$ cat config.mk
export PLATFORM = sky130hd
export DESIGN_NAME = bounded_ordered_list_top
export DESIGN_NICKNAME = d
export VERILOG_FILES = /design/src/rtl/bol_pkg.sv /design/src/rtl/bounded_ordered_list_top.sv /design/src/rtl/bol_mem.sv /design/src/rtl/bol_ctrl.sv
export SDC_FILE = /design/constraint.sdc
export NUM_CORES = 1
export LEC_CHECK = 0
export BUFFER_PORTS_ARGS = -buffer_cell sky130_fd_sc_hd__buf_2
export CORE_MARGIN = 4
export CORE_UTILIZATION = 60
export CTS_BUF_LIST = sky130_fd_sc_hd__clkbuf_16
export DETAILED_ROUTE_END_ITERATION = 10
export PLACE_DENSITY = 0.77
export SLEW_MARGIN = 40
export SYNTH_ARGS = -nofsm -noshare
export SYNTH_HDL_FRONTEND = slang
export SYNTH_SLANG_ARGS = --single-unit
$ cat constraint.sdc
create_clock -name clk -period 9.9 [get_ports clk]
set_clock_uncertainty 0.1 [all_clocks]
set_input_delay 1.485 -clock clk [delete_from_list [all_inputs] [get_ports clk]]
set_output_delay 1.485 -clock clk [all_outputs]
set_load 0.01 [all_outputs]
$ cat src/rtl/bol_pkg.sv
// Shared types and constants for the bounded ordered list.
package bol_pkg;

	localparam int CAPACITY_DEF = 16;

	typedef enum logic [2:0] {
		OP_INS_FRONT = 3'd0,
		OP_INS_REAR  = 3'd1,
		OP_INS_AT    = 3'd2,
		OP_DEL_FRONT = 3'd3,
		OP_DEL_REAR  = 3'd4,
		OP_DEL_AT    = 3'd5,
		OP_DEL_VALUE = 3'd6,
		OP_READ      = 3'd7
	} bol_op_t;

	typedef enum logic [2:0] {
		ST_DONE    = 3'd0,
		ST_FULL    = 3'd1,
		ST_EMPTY   = 3'd2,
		ST_RANGE   = 3'd3,
		ST_MISSING = 3'd4
	} bol_status_t;

	typedef struct packed {
		bol_op_t            operation;
		logic signed [31:0] value;
		logic [4:0]         position;
	} bol_in_t;

	typedef struct packed {
		bol_status_t        status;
		logic [4:0]         fill_after;
		logic signed [31:0] read_value;
		logic [3:0]         found_index;
	} bol_out_t;

endpackage

$ cat src/rtl/bounded_ordered_list_top.sv
// Each transaction is decoded first, then entries are moved one at a time through the entry memory.
// Inserts shift entries up and then place the new value; position deletes shift entries down;
// delete by value scans for the first match and then shifts down; a read fetches one entry;
// every result then passes through the output register.
// Throughput: one transaction in flight; a new one is taken while a result waits in the output.
// Reset clears the fill count and control state; the entry storage is not cleared.
module bounded_ordered_list_top import bol_pkg::*; #(
	parameter int CAPACITY = CAPACITY_DEF
) (
	input  logic     clk,
	input  logic     arst_n,
	input  logic     cmd_valid,
	output logic     cmd_stall,
	input  bol_in_t  cmd,
	output logic     rsp_valid,
	input  logic     rsp_stall,
	output bol_out_t rsp
);

	localparam int AW = (CAPACITY > 1) ? $clog2(CAPACITY) : 1;
	localparam int CW = $clog2(CAPACITY + 1);

	logic               idle;
	logic               res_valid;
	logic               res_ready;
	bol_out_t           res;
	logic               wr_en;
	logic [AW-1:0]      wr_addr;
	logic signed [31:0] wr_data;
	logic               rd_en;
	logic [AW-1:0]      rd_addr;
	logic signed [31:0] rd_data;
	logic               rsp_valid_q;
	bol_out_t           rsp_q;

	assign cmd_stall = !idle;
	assign res_ready = !rsp_valid_q || !rsp_stall;
	assign rsp_valid = rsp_valid_q;
	assign rsp = rsp_q;

	bol_ctrl #(
		.CAPACITY(CAPACITY),
		.AW(AW),
		.CW(CW)
	) u_ctrl (
		.clk(clk),
		.arst_n(arst_n),
		.cmd_valid(cmd_valid),
		.cmd(cmd),
		.idle(idle),
		.res_valid(res_valid),
		.res_ready(res_ready),
		.res(res),
		.wr_en(wr_en),
		.wr_addr(wr_addr),
		.wr_data(wr_data),
		.rd_en(rd_en),
		.rd_addr(rd_addr),
		.rd_data(rd_data)
	);

	bol_mem #(
		.DEPTH(CAPACITY),
		.AW(AW)
	) u_mem (
		.clk(clk),
		.wr_en(wr_en),
		.wr_addr(wr_addr),
		.wr_data(wr_data),
		.rd_en(rd_en),
		.rd_addr(rd_addr),
		.rd_data(rd_data)
	);

	always_ff @(posedge clk or negedge arst_n) begin
		if (!arst_n) begin
			rsp_valid_q <= 1'b0;
			rsp_q <= '0;
		end else begin
			if (res_valid && res_ready) begin
				rsp_valid_q <= 1'b1;
				rsp_q <= res;
			end else if (!rsp_stall) begin
				rsp_valid_q <= 1'b0;
			end
		end
	end

	a_busy_after_accept: assert property (@(posedge clk) disable iff (!arst_n)
		cmd_valid && !cmd_stall |=> cmd_stall)
		else $error("Controller took a transaction without going busy.");

	a_result_held: assert property (@(posedge clk) disable iff (!arst_n)
		res_valid && !res_ready |=> res_valid && $stable(res))
		else $error("Pending result changed while the output register was full.");

	a_failed_is_clean: assert property (@(posedge clk) disable iff (!arst_n)
		rsp_valid && rsp.status != ST_DONE |-> rsp.read_value == 0 && rsp.found_index == 0)
		else $error("Failed operation reported a read value or found index.");

endmodule

$ cat src/rtl/bol_mem.sv
// Entry storage with one write port and one registered read port.
module bol_mem import bol_pkg::*; #(
	parameter int DEPTH = CAPACITY_DEF,
	parameter int AW = $clog2(CAPACITY_DEF)
) (
	input  logic              clk,
	input  logic              wr_en,
	input  logic [AW-1:0]     wr_addr,
	input  logic signed [31:0] wr_data,
	input  logic              rd_en,
	input  logic [AW-1:0]     rd_addr,
	output logic signed [31:0] rd_data
);

	logic signed [31:0] mem [DEPTH];

	always_ff @(posedge clk) begin
		if (wr_en) begin
			mem[wr_addr] <= wr_data;
		end
	end

	always_ff @(posedge clk) begin
		if (rd_en) begin
			rd_data <= mem[rd_addr];
		end
	end

endmodule

$ cat src/rtl/bol_ctrl.sv
// Sequencer that decodes each operation and drives shifts and searches through the memory.
module bol_ctrl import bol_pkg::*; #(
	parameter int CAPACITY = CAPACITY_DEF,
	parameter int AW = $clog2(CAPACITY_DEF),
	parameter int CW = $clog2(CAPACITY_DEF + 1)
) (
	input  logic               clk,
	input  logic               arst_n,
	input  logic               cmd_valid,
	input  bol_in_t            cmd,
	output logic               idle,
	output logic               res_valid,
	input  logic               res_ready,
	output bol_out_t           res,
	output logic               wr_en,
	output logic [AW-1:0]      wr_addr,
	output logic signed [31:0] wr_data,
	output logic               rd_en,
	output logic [AW-1:0]      rd_addr,
	input  logic signed [31:0] rd_data
);

	localparam int XW = (CW > 5) ? CW : 5;

	typedef enum logic [2:0] {
		S_IDLE, S_DECIDE, S_UP, S_PLACE, S_DOWN, S_SCAN, S_RDWAIT, S_RESULT
	} state_t;

	state_t             state_q;
	bol_op_t            op_q;
	logic signed [31:0] value_q;
	logic [4:0]         pos_q;
	logic [CW-1:0]      fill_q;
	logic [CW-1:0]      k_q;
	logic [CW-1:0]      at_q;
	logic               pw_q;
	logic [AW-1:0]      pw_addr_q;
	logic               cmp_v_q;
	logic [AW-1:0]      cmp_idx_q;
	bol_status_t        status_q;
	logic signed [31:0] rd_q;
	logic [AW-1:0]      found_q;
	logic               match;
	logic               empty;
	logic               pos_past_end;

	assign match = (rd_data == value_q);
	assign empty = (fill_q == '0);
	assign pos_past_end = (XW'(pos_q) >= XW'(fill_q));
	assign idle = (state_q == S_IDLE);
	assign res_valid = (state_q == S_RESULT);

	always_comb begin
		res.status = status_q;
		res.fill_after = 5'(fill_q);
		res.read_value = rd_q;
		res.found_index = 4'(found_q);
	end

	always_comb begin
		wr_en = 1'b0;
		wr_addr = pw_addr_q;
		wr_data = rd_data;
		if (pw_q) begin
			wr_en = 1'b1;
		end else if (state_q == S_PLACE) begin
			wr_en = 1'b1;
			wr_addr = AW'(at_q);
			wr_data = value_q;
		end
	end

	always_comb begin
		rd_en = 1'b0;
		rd_addr = '0;
		case (state_q)
			S_DECIDE: begin
				if (op_q == OP_READ && !empty && !pos_past_end) begin
					rd_en = 1'b1;
					rd_addr = AW'(pos_q);
				end
			end
			S_UP: begin
				if (k_q > at_q) begin
					rd_en = 1'b1;
					rd_addr = AW'(k_q - 1'b1);
				end
			end
			S_DOWN: begin
				if ((k_q + 1'b1) < fill_q) begin
					rd_en = 1'b1;
					rd_addr = AW'(k_q + 1'b1);
				end
			end
			S_SCAN: begin
				if (!(cmp_v_q && match) && k_q < fill_q) begin
					rd_en = 1'b1;
					rd_addr = AW'(k_q);
				end
			end
			default: begin
				rd_en = 1'b0;
			end
		endcase
	end

	always_ff @(posedge clk or negedge arst_n) begin
		if (!arst_n) begin
			state_q <= S_IDLE;
			op_q <= OP_READ;
			value_q <= '0;
			pos_q <= '0;
			fill_q <= '0;
			k_q <= '0;
			at_q <= '0;
			pw_q <= 1'b0;
			pw_addr_q <= '0;
			cmp_v_q <= 1'b0;
			cmp_idx_q <= '0;
			status_q <= ST_DONE;
			rd_q <= '0;
			found_q <= '0;
		end else begin
			pw_q <= 1'b0;
			case (state_q)
				S_IDLE: begin
					if (cmd_valid) begin
						op_q <= cmd.operation;
						value_q <= cmd.value;
						pos_q <= cmd.position;
						state_q <= S_DECIDE;
					end
				end
				S_DECIDE: begin
					status_q <= ST_DONE;
					rd_q <= '0;
					found_q <= '0;
					k_q <= '0;
					cmp_v_q <= 1'b0;
					state_q <= S_RESULT;
					case (op_q)
						OP_INS_FRONT, OP_INS_REAR, OP_INS_AT: begin
							k_q <= fill_q;
							if (fill_q == CW'(CAPACITY)) begin
								status_q <= ST_FULL;
							end else if (op_q == OP_INS_FRONT) begin
								at_q <= '0;
								state_q <= S_UP;
							end else if (op_q == OP_INS_REAR) begin
								at_q <= fill_q;
								state_q <= S_UP;
							end else if (XW'(pos_q) > XW'(fill_q)) begin
								status_q <= ST_RANGE;
							end else begin
								at_q <= CW'(pos_q);
								state_q <= S_UP;
							end
						end
						OP_DEL_FRONT: begin
							if (empty) begin
								status_q <= ST_EMPTY;
							end else begin
								state_q <= S_DOWN;
							end
						end
						OP_DEL_REAR: begin
							if (empty) begin
								status_q <= ST_EMPTY;
							end else begin
								fill_q <= fill_q - 1'b1;
							end
						end
						OP_DEL_AT: begin
							if (empty) begin
								status_q <= ST_EMPTY;
							end else if (pos_past_end) begin
								status_q <= ST_RANGE;
							end else begin
								k_q <= CW'(pos_q);
								state_q <= S_DOWN;
							end
						end
						OP_DEL_VALUE: begin
							if (empty) begin
								status_q <= ST_EMPTY;
							end else begin
								state_q <= S_SCAN;
							end
						end
						default: begin
							if (empty) begin
								status_q <= ST_EMPTY;
							end else if (pos_past_end) begin
								status_q <= ST_RANGE;
							end else begin
								state_q <= S_RDWAIT;
							end
						end
					endcase
				end
				S_UP: begin
					pw_q <= rd_en;
					pw_addr_q <= AW'(k_q);
					if (rd_en) begin
						k_q <= k_q - 1'b1;
					end else begin
						state_q <= S_PLACE;
					end
				end
				S_PLACE: begin
					fill_q <= fill_q + 1'b1;
					state_q <= S_RESULT;
				end
				S_DOWN: begin
					pw_q <= rd_en;
					pw_addr_q <= AW'(k_q);
					if (rd_en) begin
						k_q <= k_q + 1'b1;
					end else begin
						fill_q <= fill_q - 1'b1;
						state_q <= S_RESULT;
					end
				end
				S_SCAN: begin
					if (cmp_v_q && match) begin
						found_q <= cmp_idx_q;
						k_q <= CW'(cmp_idx_q);
						cmp_v_q <= 1'b0;
						state_q <= S_DOWN;
					end else if (rd_en) begin
						cmp_v_q <= 1'b1;
						cmp_idx_q <= AW'(k_q);
						k_q <= k_q + 1'b1;
					end else begin
						cmp_v_q <= 1'b0;
						status_q <= ST_MISSING;
						state_q <= S_RESULT;
					end
				end
				S_RDWAIT: begin
					rd_q <= rd_data;
					state_q <= S_RESULT;
				end
				S_RESULT: begin
					if (res_ready) begin
						state_q <= S_IDLE;
					end
				end
				default: begin
					state_q <= S_IDLE;
				end
			endcase
		end
	end

endmodule

==> reports/results.txt, run 1 <==
Die height: 226 um
Clk sinks: 696
Worst hold path type: register to register
Area of the core: 46,900 um^2
Worst path top cell family by delay: simple AND/OR/NAND/NOR gates
GRT Total Usage: 0.276
Req. time, crit path: 10,100 ps
Area added between synthesis and finish: 12.2%
Worst-path fanout max: 69
Fin. max-slew vios: 0
Clock buffer depth: 3
Worst-Skew Late Latency: 600 ps
Count of flip-flops with a built-in enable after synthesis: 544
Synth cell types: 67
Leak Pwr: 12.6 nW
Setup-failing EPs final: 0
DRC: 0
F_max: 176 MHz
Post-synthesis sequential area ratio: 0.704
Synth Register Bits: 696
Row Count: 79
Post-route ant nets: 0
Cell Pwr Density: 352 nW/um^2
Wirelength per Cell: 25.9 um
Worst path cell trace: xnor2_1 > nand3_1 > nor4_1 > nand4_1 > a31oi_4 > buf_12 > buf_16 > nor2b_2 > buf_4 > nand3_1 > a31oi_1 > a21oi_1
Critical Path AT: 5890 ps
HPWL after DPL: 40,000 um
Synth async-reset ratio: 0.218
Via Count: 17,500
Synth area leaders: edfxtp_1 57%, dfrtp_1 13%, mux2i_1 5.6%
DR iter-0 viols: 2,139
Initial antenna violation count: 0
Chip width: 226 um
Port bufs: 89
Share of the synthesized area in the top cell type: 0.571
Post-synth top area cell: edfxtp_1
Initial Util: 0.610
Status: completed
Count of final hold-check violations: 0
Hold Buf Count CTS: 0
Syn_nets: 2,038
Antenna cells: 0
Clk pin slew, worst setup/hold paths: 60 ps
Layout cell share with drive strength beyond 1: 0.181
Worst setup EP type: register
Worst ir drop on vdd: 0.257 mV
# IOs: 90
Worst Tran Pin Value: 879 ps
Total Neg Setup Slack: 0 ps
TritonRoute pass-1 iters: 6
Vias per std cell: 6.43
Final Util: 0.685
RSZ-0062 raised after global routing: no
Most used cell, CP: nand3_1
Buf+Inv Stages, Crit Path: 3
CP max stage cell: nand4_1
Post-Syn Area: 28,600 um^2
Mapped Cells: 1,970
YS warnings: 0
Total Routed Length: 70,400 um
Final GP Congestion: 0.878
Ys flop type: edfxtp_1
CTS tree: yes
NumNets Final: 2,125
Vias in the first global route: 17,400
Pin count of the biggest net entering global routing: 166
First-pass GRT wire length: 106,000 um
Final Cycle Share: 0.575
Post-CTS Resized: 0
CP peak stage delay: 710 ps
WS Path Type: register to register
H-Tree Depth: 3
CTS Root Cell: clkbuf_16
Congestion Overflow GR: 0
Post-CTS Setup Repair Bufs: 0
Max_slew headroom: 0.414
Max_cap viols: 0
Die area: 51,200 um^2
CTS buffer count: 69
Synthesized area per cell: 14.5 um^2
Final min period: 5690 ps
Startpoint types: register
Fillers: 3,132
flip-flops by register name (all words and copies together), names as in the netlist, 5 cells and up:
name,count
u_mem.mem,512
u_ctrl.value_q,32
rsp,44
u_ctrl.at_q,5
u_ctrl.pos_q,5
u_ctrl.rd_q,32
u_ctrl.k_q,5
u_mem.rd_data,32
u_ctrl.fill_q,5
cell usage after synthesis (all sizes together), types with 8 or more instances:
master and instances:
ha 23, mux2i 159, xor2 15, dfrtp 149, nand2 307, nor2 52, o21ai 29, a32oi 32
and3 10, nand4 8, a22o 36, edfxtp 544, nand3 76, o22ai 34, mux2 113, xnor2 28
clkbuf 48, a31oi 78, buf 65, inv 21, a21oi 59
worst paths after layout:
path	slack (ps)	start	cells after the start	to
worst max register to register	4210	u_mem.rd_data[24]$_DFFE_PP_	12	u_mem.rd_data[0]$_DFFE_PP_
worst min register to register	380	rsp[38]$_DFFE_PN0P_	2	rsp[38]$_DFFE_PN0P_
min in group asynchronous	820	arst_n	1	rsp[36]$_DFFE_PN0P_
worst min-delay path	380	rsp[38]$_DFFE_PN0P_	2	rsp[38]$_DFFE_PN0P_
max in group asynchronous	7810	arst_n	3	u_ctrl.value_q[20]$_DFFE_PN0P_
worst max-delay path	4210	u_mem.rd_data[24]$_DFFE_PP_	12	u_mem.rd_data[0]$_DFFE_PP_
final cells by class:
cell class | instances | area, um^2 | area share
Sequential cell | 696 | 20100 | 0.628
Multi-Input combinational cell | 1139 | 8010 | 0.250
Clock buffer | 73 | 1830 | 0.0569
Timing Repair Buffer | 129 | 875 | 0.0273
Tap cell | 607 | 759 | 0.0237
Clock inverter | 55 | 394 | 0.0123
Inverter | 22 | 82.6 | 0.00257
where the power goes:
part,switching [mW],internal (mW)
clock,1.08,1.47
combinational,2.63,1.42
sequential,0.449,4.24
worst reg2reg max path: stages, from the launching register on:
cell	delay (ps)
edfxtp_1	440
xnor2_1	400
nand3_1	290
nor4_1	570
nand4_1	710
a31oi_4	450
buf_12	430
buf_16	430
nor2b_2	640
buf_4	480
nand3_1	150
a31oi_1	240
a21oi_1	70
logic make-up after synthesis:
group / count (synthesis) / share of synthesized area
buffers and inverters: 135 / 0.0241
xor gates and xnor gates: 43 / 0.0132
and+or+nand+nor: 493 / 0.0742
AOI/OAI and AO/OA: 307 / 0.0734
DFF: 696 / 0.704
muxes: 272 / 0.100
adders and majority gates: 24 / 0.0108
cells in the final DEF, fill, tap and decap left out, types with 5 or more instances in the layout:
| cell type | count |
|---|---|
| nand4_1 | 8 |
| a31oi_2 | 8 |
| mux2_2 | 113 |
| o22ai_1 | 34 |
| a221oi_1 | 7 |
| a22o_1 | 36 |
| dfrtp_1 | 149 |
| inv_1 | 45 |
| ha_1 | 23 |
| a31oi_1 | 68 |
| buf_4 | 31 |
| xnor2_1 | 28 |
| nor3b_1 | 5 |
| nor2_4 | 19 |
| nand3_1 | 75 |
| nor3_1 | 5 |
| bufinv_16 | 5 |
| clkinv_1 | 11 |
| buf_2 | 88 |
| edfxtp_1 | 544 |
| nor4_1 | 6 |
| nor2_1 | 32 |
| and3_1 | 9 |
| a32oi_1 | 32 |
| clkbuf_16 | 73 |
| nand2_1 | 306 |
| o21ai_0 | 29 |
| nor2b_1 | 5 |
| xor2_1 | 15 |
| a21oi_1 | 57 |
| clkinv_2 | 8 |
| mux2i_1 | 159 |
layer usage:
| layer | track usage | vias to the layer above | wire length, um |
|---|---|---|---|
| li1 | - | 7621 | - |
| met1 | 0.385 | 8796 | 27700 |
| met2 | 0.443 | 948 | 34000 |
| met3 | 0.0561 | 136 | 6530 |
| met4 | 0.0923 | 0 | 2260 |
| met5 | 0 | - | 0 |
metrics by stage:
stage,hold slack (ps),setup slack [ps],total power [mW],std cells,instance area [um^2]
5_1_grt,409,3980,11.8,2721,32100
3_3_place_gp,361,4380,8.51,2588,29700
4_1_cts,383,4230,11.3,2719,32000
3_5_place_dp,369,4290,8.70,2591,29800
6_report,378,4210,11.3,2721,32100
2_1_floorplan,342,6210,7.36,1970,28600
Power figures use the tool's default switching activity.
==> inputs of run 2 (changes only) <==
==> constraint.sdc (replaced) <==
create_clock -name clk -period 5.6 [get_ports clk]
set_clock_uncertainty 0.1 [all_clocks]
set_input_delay 0.84 -clock clk [delete_from_list [all_inputs] [get_ports clk]]
set_output_delay 0.84 -clock clk [all_outputs]
set_load 0.01 [all_outputs]
==> reports/results.txt, run 2 (synthesis results as in run 1) <==
H-Tree Depth: 3 (unchanged)
First-pass GRT wire length: 104,000 um (was 106,000 um)
Post-CTS Resized: 0 (unchanged)
Status: completed (unchanged)
Via Count: 17,400 (was 17,500)
Register cell area after layout: 20,100 um^2 (unchanged)
NumNets Final: 2,146 (was 2,125)
Clock buffer depth: 3 (unchanged)
Die height: 226 um (unchanged)
Vias per std cell: 6.33 (was 6.43)
Total Neg Setup Slack: 0 ps (unchanged)
Post-CTS Setup Repair Bufs: 0 (unchanged)
CP max stage cell: dfrtp_1 (was nand4_1)
Comb power frac: 0.362 (was 0.359)
CTS buffer count: 70 (was 69)
Row Count: 79 (unchanged)
Die area: 51,200 um^2 (unchanged)
Max_slew headroom: 0.507 (was 0.414)
Pin count of the biggest net entering global routing: 77 (was 166)
Area of the multi-input gates: 8010 um^2 (unchanged)
Setup-failing EPs final: 0 (unchanged)
Worst ir drop on vdd: 0.619 mV (was 0.257 mV)
WS Path Type: register to register (unchanged)
Vias in the first global route: 17,200 (was 17,400)
Total Routed Length: 69,000 um (was 70,400 um)
Worst path cell trace: inv_1 > ha_1 > ha_1 > a21bo_1 > a21oi_1 > nor2_2 > a221o_1 > a31oi_4 > buf_12 > nor2b_2 > buf_4 > a221oi_1 > nand3_1 > nand2_1 (was xnor2_1 > nand3_1 > nor4_1 > nand4_1 > a31oi_4 > buf_12 > buf_16 > nor2b_2 > buf_4 > nand3_1 > a31oi_1 > a21oi_1)
Biggest register: u_mem.mem (unchanged)
Req. time, crit path: 5970 ps (was 10,100 ps)
Worst hold path type: input pin to asynchronous set/reset pin (was register to register)
Hold Buf Count CTS: 0 (unchanged)
Area of the core: 46,900 um^2 (unchanged)
Max FFs per register: 512 (unchanged)
Leak Pwr: 12.6 nW (about the same)
Commonest non-fill, non-tap cell in the layout: edfxtp_1 (unchanged)
Fillers: 3,089 (was 3,132)
Count of final hold-check violations: 0 (unchanged)
TritonRoute pass-1 iters: 6 (unchanged)
CP peak stage delay: 630 ps (was 710 ps)
CTS Root Cell: clkbuf_16 (unchanged)
Final min period: 4420 ps (was 5690 ps)
Most frequent cells in the layout: 544 x edfxtp_1, 306 x nand2_1, 159 x mux2i_1 (unchanged)
GRT Total Usage: 0.270 (was 0.276)
Final GP Congestion: 0.884 (was 0.878)
Clk sinks: 696 (unchanged)
Sequential power share: 0.416 (about the same)
Worst Tran Pin Value: 740 ps (was 879 ps)
F_max: 226 MHz (was 176 MHz)
CTS tree: yes (unchanged)
Worst setup EP type: register (unchanged)
Initial antenna violation count: 2 (was 0)
Max_cap viols: 0 (unchanged)
Area added between synthesis and finish: 12.6% (was 12.2%)
NetSw: 7.31 mW (was 4.16 mW)
Post-route ant nets: 0 (unchanged)
Worst-Skew Late Latency: 600 ps (about the same)
RSZ-0062 raised after global routing: no (unchanged)
Port bufs: 89 (unchanged)
Final Cycle Share: 0.789 (was 0.575)
Worst-path fanout max: 53 (was 69)
Layout cell share with drive strength beyond 1: 0.191 (was 0.181)
Clock network fraction of total power: 0.222 (was 0.225)
Most used cell, CP: ha_1 (was nand3_1)
Startpoint types: register (unchanged)
Wirelength per Cell: 25.1 um (was 25.9 um)
Hold WS: 117 ps (was 378 ps)
Critical Path AT: 4780 ps (was 5890 ps)
Fin. max-slew vios: 0 (unchanged)
DRC: 0 (unchanged)
# IOs: 90 (unchanged)
HPWL after DPL: 39,900 um (was 40,000 um)
Clk pin slew, worst setup/hold paths: 60 ps (about the same)
Initial Util: 0.610 (unchanged)
Congestion Overflow GR: 0 (unchanged)
Internal power: 12.6 mW (was 7.13 mW)
Setup slack, reg-to-reg: 1180 ps (was 4210 ps)
DR iter-0 viols: 2,015 (was 2,139)
Chip width: 226 um (unchanged)
Switching Share: 0.367 (was 0.369)
Cell Pwr Density: 619 nW/um^2 (was 352 nW/um^2)
## run 2: cell types whose count changed in the layout (fill, tap and decap cells not counted)
cell        change
clkinv_1        +5
buf_4          +19
buf_8           +1
clkbuf_8        -1
clkinv_2        +6
clkinv_4        +1
buf_16          -4
clkinvlp_4      -1
bufinv_16       -2
diode_2         +1
buf_12          +5
inv_1           -9
inv_6           +1
## run 2: final timing paths
path / depth (start not counted) / from / to
worst max register to register: 14 / u_ctrl.k_q[0]$_DFFE_PN0P_ / u_mem.rd_data[30]$_DFFE_PP_
worst min register to register: 2 / rsp[39]$_DFFE_PN0P_ / rsp[39]$_DFFE_PN0P_
worst max-delay path: 14 / u_ctrl.k_q[0]$_DFFE_PN0P_ / u_mem.rd_data[30]$_DFFE_PP_
max in group asynchronous: 2 / arst_n / u_ctrl.value_q[11]$_DFFE_PN0P_
worst min-delay path: 1 / arst_n / u_ctrl.pw_addr_q[2]$_DFFE_PN0P_
min in group clk: 2 / cmd[31] / u_ctrl.value_q[26]$_DFFE_PN0P_
## run 2: power groups by stage
| stage | sequential, mW | clock (mW) | combinational (mW) |
|---|---|---|---|
| after floorplan | 8.04 | 0 | 4.98 |
| after global placement | 8.32 | 0 | 6.83 |
| after detailed placement | 8.37 | 0 | 7.10 |
| after CTS | 8.27 | 4.48 | 7.15 |
| after global routing | 8.38 | 4.71 | 7.80 |
| final | 8.29 | 4.42 | 7.20 |
## run 2: area by class of cell
cell class / instances / share of cell area
inverters: 22 / 0.00257
clock buffers: 73 / 0.0567
well taps: 607 / 0.0236
clock inverters: 56 / 0.0112
flip-flops and latches: 696 / 0.626
multi-input cells: 1139 / 0.249
diodes: 1 / 0.0000777
repair buffers: 149 / 0.0313
## run 2: critical path: cells and delay by family (launching register included)
kind / cells / cell delay (ps)
fa+ha+maj: 2 / 690
simple gates: 4 / 440
compound gates: 5 / 1590
flops: 1 / 630
buf+inv: 3 / 780
## run 2: per-layer routing
metal / routed length (um) / up-vias / global-route usage / share of wire
li1: - / 7662 / - / -
met1: 27700 / 8624 / 0.384 / 0.40
met2: 32100 / 917 / 0.421 / 0.47
met3: 6960 / 153 / 0.0597 / 0.10
met4: 2160 / 2 / 0.0911 / 0.031
met5: 7 / - / 0 / 0.00010
## run 2: per-stage QoR
| stage | instances | total power [mW] | area, um^2 | utilization | worst slack, ps |
|---|---|---|---|---|---|
| 3_3_place_gp | 2610 | 15.2 | 29900 | 0.638 | 1190 |
| 6_report | 2743 | 19.9 | 32200 | 0.687 | 1180 |
| 2_1_floorplan | 1970 | 13.0 | 28600 | - | 1910 |
| 4_1_cts | 2741 | 19.9 | 32200 | 0.687 | 1210 |
| 5_1_grt | 2742 | 20.9 | 32200 | 0.687 | 1020 |
| 3_5_place_dp | 2612 | 15.5 | 30000 | 0.640 | 1190 |
==> inputs of run 3 (changes only) <==
--- a/config.mk
+++ b/config.mk
@@ -5,9 +5,10 @@
 export SDC_FILE = /design/constraint.sdc
 export NUM_CORES = 1
 export LEC_CHECK = 0
+export ABC_AREA = 1
 export BUFFER_PORTS_ARGS = -buffer_cell sky130_fd_sc_hd__buf_2
 export CORE_MARGIN = 4
-export CORE_UTILIZATION = 60
+export CORE_UTILIZATION = 57
 export CTS_BUF_LIST = sky130_fd_sc_hd__clkbuf_16
 export DETAILED_ROUTE_END_ITERATION = 10
 export PLACE_DENSITY = 0.77
==> constraint.sdc (replaced) <==
create_clock -name clk -period 4 [get_ports clk]
set_clock_uncertainty 0.1 [all_clocks]
set_input_delay 0.6 -clock clk [delete_from_list [all_inputs] [get_ports clk]]
set_output_delay 0.6 -clock clk [all_outputs]
set_load 0.01 [all_outputs]
==> reports/results.txt, run 3 <==
Max FFs per register: 512 (unchanged)
Post-synth top cells: 664 x inv_1, 544 x edfxtp_1, 496 x nand2_1 (was 544 x edfxtp_1, 306 x nand2_1, 159 x mux2i_1)
Most frequent cells in the layout: 687 x inv_1, 544 x edfxtp_1, 492 x nand2_1 (was 544 x edfxtp_1, 306 x nand2_1, 159 x mux2i_1)
Vias per std cell: 5.96 (was 6.33)
Post-synth top area cell: edfxtp_1 (unchanged)
Clk pin slew, worst setup/hold paths: 70 ps (was 60 ps)
Worst setup EP type: register (unchanged)
Status: completed (unchanged)
H-Tree Depth: 3 (unchanged)
Die area: 60,200 um^2 (was 51,200 um^2)
Worst ir drop on vdd: 0.554 mV (was 0.619 mV)
# IOs: 90 (unchanged)
Synth Register Bits: 696 (unchanged)
Startpoint types: register (unchanged)
Setup-failing EPs final: 0 (unchanged)
WS Path Type: register to register (unchanged)
Worst hold path type: input pin to register (was input pin to asynchronous set/reset pin)
Total Neg Setup Slack: 0 ps (unchanged)
Share of the synthesized area in the top cell type: 0.509 (was 0.571)
NumNets Final: 3,373 (was 2,146)
Pin count of the biggest net entering global routing: 165 (was 77)
CTS Root Cell: clkbuf_16 (unchanged)
Area of the core: 55,400 um^2 (was 46,900 um^2)
CTS buffer count: 72 (was 70)
Synth area leaders: edfxtp_1 51%, dfrtp_1 12%, inv_1 7.8% (was edfxtp_1 57%, dfrtp_1 13%, mux2i_1 5.6%)
First-pass GRT wire length: 133,000 um (was 104,000 um)
GRT Total Usage: 0.285 (was 0.270)
Synth cell types: 45 (was 67)
Chip width: 245 um (was 226 um)
Total Routed Length: 87,300 um (was 69,000 um)
Worst-path fanout max: 66 (was 53)
TritonRoute pass-1 iters: 7 (was 6)
Leak Pwr: 16.0 nW (was 12.6 nW)
Initial Util: 0.579 (was 0.610)
Area added between synthesis and finish: 12.5% (was 12.6%)
Final Util: 0.652 (was 0.687)
Cell Pwr Density: 860 nW/um^2 (was 619 nW/um^2)
Mapped Cells: 3,245 (was 1,970)
Setup slack, reg-to-reg: 200 ps (was 1180 ps)
Syn_nets: 3,313 (was 2,038)
Post-synthesis sequential area ratio: 0.628 (was 0.704)
Placed Instance Area: 33,900 um^2 (was 30,000 um^2)
DR iter-0 viols: 3,175 (was 2,015)
Synthesized area per cell: 9.89 um^2 (was 14.5 um^2)
Final Cycle Share: 0.950 (was 0.789)
HPWL after DPL: 49,600 um (was 39,900 um)
Commonest non-fill, non-tap cell in the layout: inv_1 (was edfxtp_1)
Final worst slack: 201 ps (was 1180 ps)
Layout cell share with drive strength beyond 1: 0.102 (was 0.191)
Port bufs: 89 (unchanged)
Worst-Skew Late Latency: 620 ps (was 600 ps)
Total power: 31.0 mW (was 19.9 mW)
Req. time, crit path: 4240 ps (was 5970 ps)
YS warnings: 0 (unchanged)
Worst Tran Pin Value: 907 ps (was 740 ps)
Final GP Congestion: 0.925 (was 0.884)
Pre-CTS WS: 339 ps (was 1190 ps)
RSZ-0062 raised after global routing: yes (was no)
Count of final hold-check violations: 0 (unchanged)
Clk sinks: 696 (unchanged)
Synth async-reset ratio: 0.218 (unchanged)
Fillers: 4,098 (was 3,089)
Biggest register: u_mem.mem (unchanged)
Wirelength per Cell: 21.3 um (was 25.1 um)
Max_cap viols: 0 (unchanged)
Clock buffer depth: 3 (unchanged)
Die height: 245 um (was 226 um)
Congestion Overflow GR: 0 (unchanged)
Post-Syn Area: 32,100 um^2 (was 28,600 um^2)
Initial antenna violation count: 0 (was 2)
Row Count: 86 (was 79)
Vias in the first global route: 23,400 (was 17,200)
Top-count cell post-synth: inv_1 (was edfxtp_1)
Ys flop type: edfxtp_1 (unchanged)
CTS tree: yes (unchanged)
Via Count: 24,500 (was 17,400)
Antenna cells: 0 (was 1)
Fin area: 36,100 um^2 (was 32,200 um^2)
Fin. max-slew vios: 0 (unchanged)
Final min period: 3800 ps (was 4420 ps)
F_max: 263 MHz (was 226 MHz)
DRC: 0 (unchanged)
Critical Path AT: 4040 ps (was 4780 ps)
Max_slew headroom: 0.396 (was 0.507)
Post-CTS Setup Repair Bufs: 0 (unchanged)
Post-route ant nets: 0 (unchanged)
Count of flip-flops with a built-in enable after synthesis: 544 (unchanged)
-- run 3: changes by cell type after synthesis, sizes merged, moves of 54 or more --
cell | previous run | this run
a31oi | 78 | 2
buf | 65 | 124
inv | 21 | 674
mux2 | 113 | 17
mux2i | 159 | 0
nand2 | 307 | 498
nand3 | 76 | 487
nand4 | 8 | 281
nor2 | 52 | 106
o21ai | 29 | 110
-- run 3: cell type report --
type	instances	area [um^2]	area share
Timing Repair Buffer	179	1530	0.0424
Inverter	677	2540	0.0704
Multi-Input combinational cell	1679	8760	0.243
Clock buffer	75	1880	0.0520
Sequential cell	696	20100	0.558
Clock inverter	53	322	0.00890
Tap cell	748	936	0.0259
-- run 3: stage by stage --
step | hold WS, ps | std cells
2_1_floorplan | 204 | 3245
3_3_place_gp | 360 | 3978
3_5_place_dp | 367 | 3978
4_1_cts | 99.4 | 4107
5_1_grt | 119 | 4107
6_report | 123 | 4107
-- run 3: kinds of logic (layout without fill, tap and decap cells) --
family | after synthesis | in the layout | synth area share
multiplexers | 17 | 17 | 0.00596
buffers and inverters | 870 | 984 | 0.106
AO/OA/AOI/OAI | 229 | 229 | 0.0390
adder cells (fa/ha/maj) | 24 | 24 | 0.00959
XOR/XNOR | 19 | 19 | 0.00518
flip-flops | 696 | 696 | 0.628
AND/OR/NAND/NOR | 1390 | 1390 | 0.207
-- run 3: final timing paths --
path,startpoint,to,depth (start not counted)
min in group asynchronous,arst_n,u_ctrl.state_q[2]$_DFFE_PN0P_,2
max in group asynchronous,arst_n,u_ctrl.rd_q[22]$_DFFE_PN0P_,3
hold reg to reg,rsp[38]$_DFFE_PN0P_,rsp[38]$_DFFE_PN0P_,2
hold / removal,cmd[36],u_ctrl.value_q[31]$_DFFE_PN0P_,2
setup / recovery,u_ctrl.k_q[0]$_DFFE_PN0P_,u_mem.rd_data[11]$_DFFE_PP_,17
setup reg to reg,u_ctrl.k_q[0]$_DFFE_PN0P_,u_mem.rd_data[11]$_DFFE_PP_,17
-- run 3: report_power, final --
| part | switching, mW | leakage (nW) | internal (mW) |
|---|---|---|---|
| Combinational | 9.10 | 8.07 | 4.06 |
| Sequential | 0.903 | 6.80 | 10.7 |
| Clock | 2.69 | 1.16 | 3.58 |
| Total | 12.7 | 16.0 | 18.4 |
-- run 3: worst max-delay path: stages (launching register included) --
cell,delay [ps]
dfrtp_1,530
ha_1,240
nand3_1,100
xor2_1,170
inv_1,90
ha_1,310
nand4_1,110
o21bai_1,130
nand4_2,200
nand2_1,220
nand2_4,130
nand3_4,300
buf_12,340
nand2_1,110
nand3_1,90
nand3_1,120
nand3_1,130
nand2_1,90
-- run 3: layer usage --
metal / up-vias / GRT usage / part of all wire
met5: - / 0 / 0
met4: 0 / 0.123 / 0.037
met3: 248 / 0.0512 / 0.11
met2: 1507 / 0.451 / 0.46
met1: 11700 / 0.394 / 0.39
li1: 11100 / - / -
-- run 3: what timing repair did --
action	CTS	global route
hold buffers	1	0
endpoints found under the setup margin	0	2
hold endpoints to repair	90	0
gates resized for setup	0	1
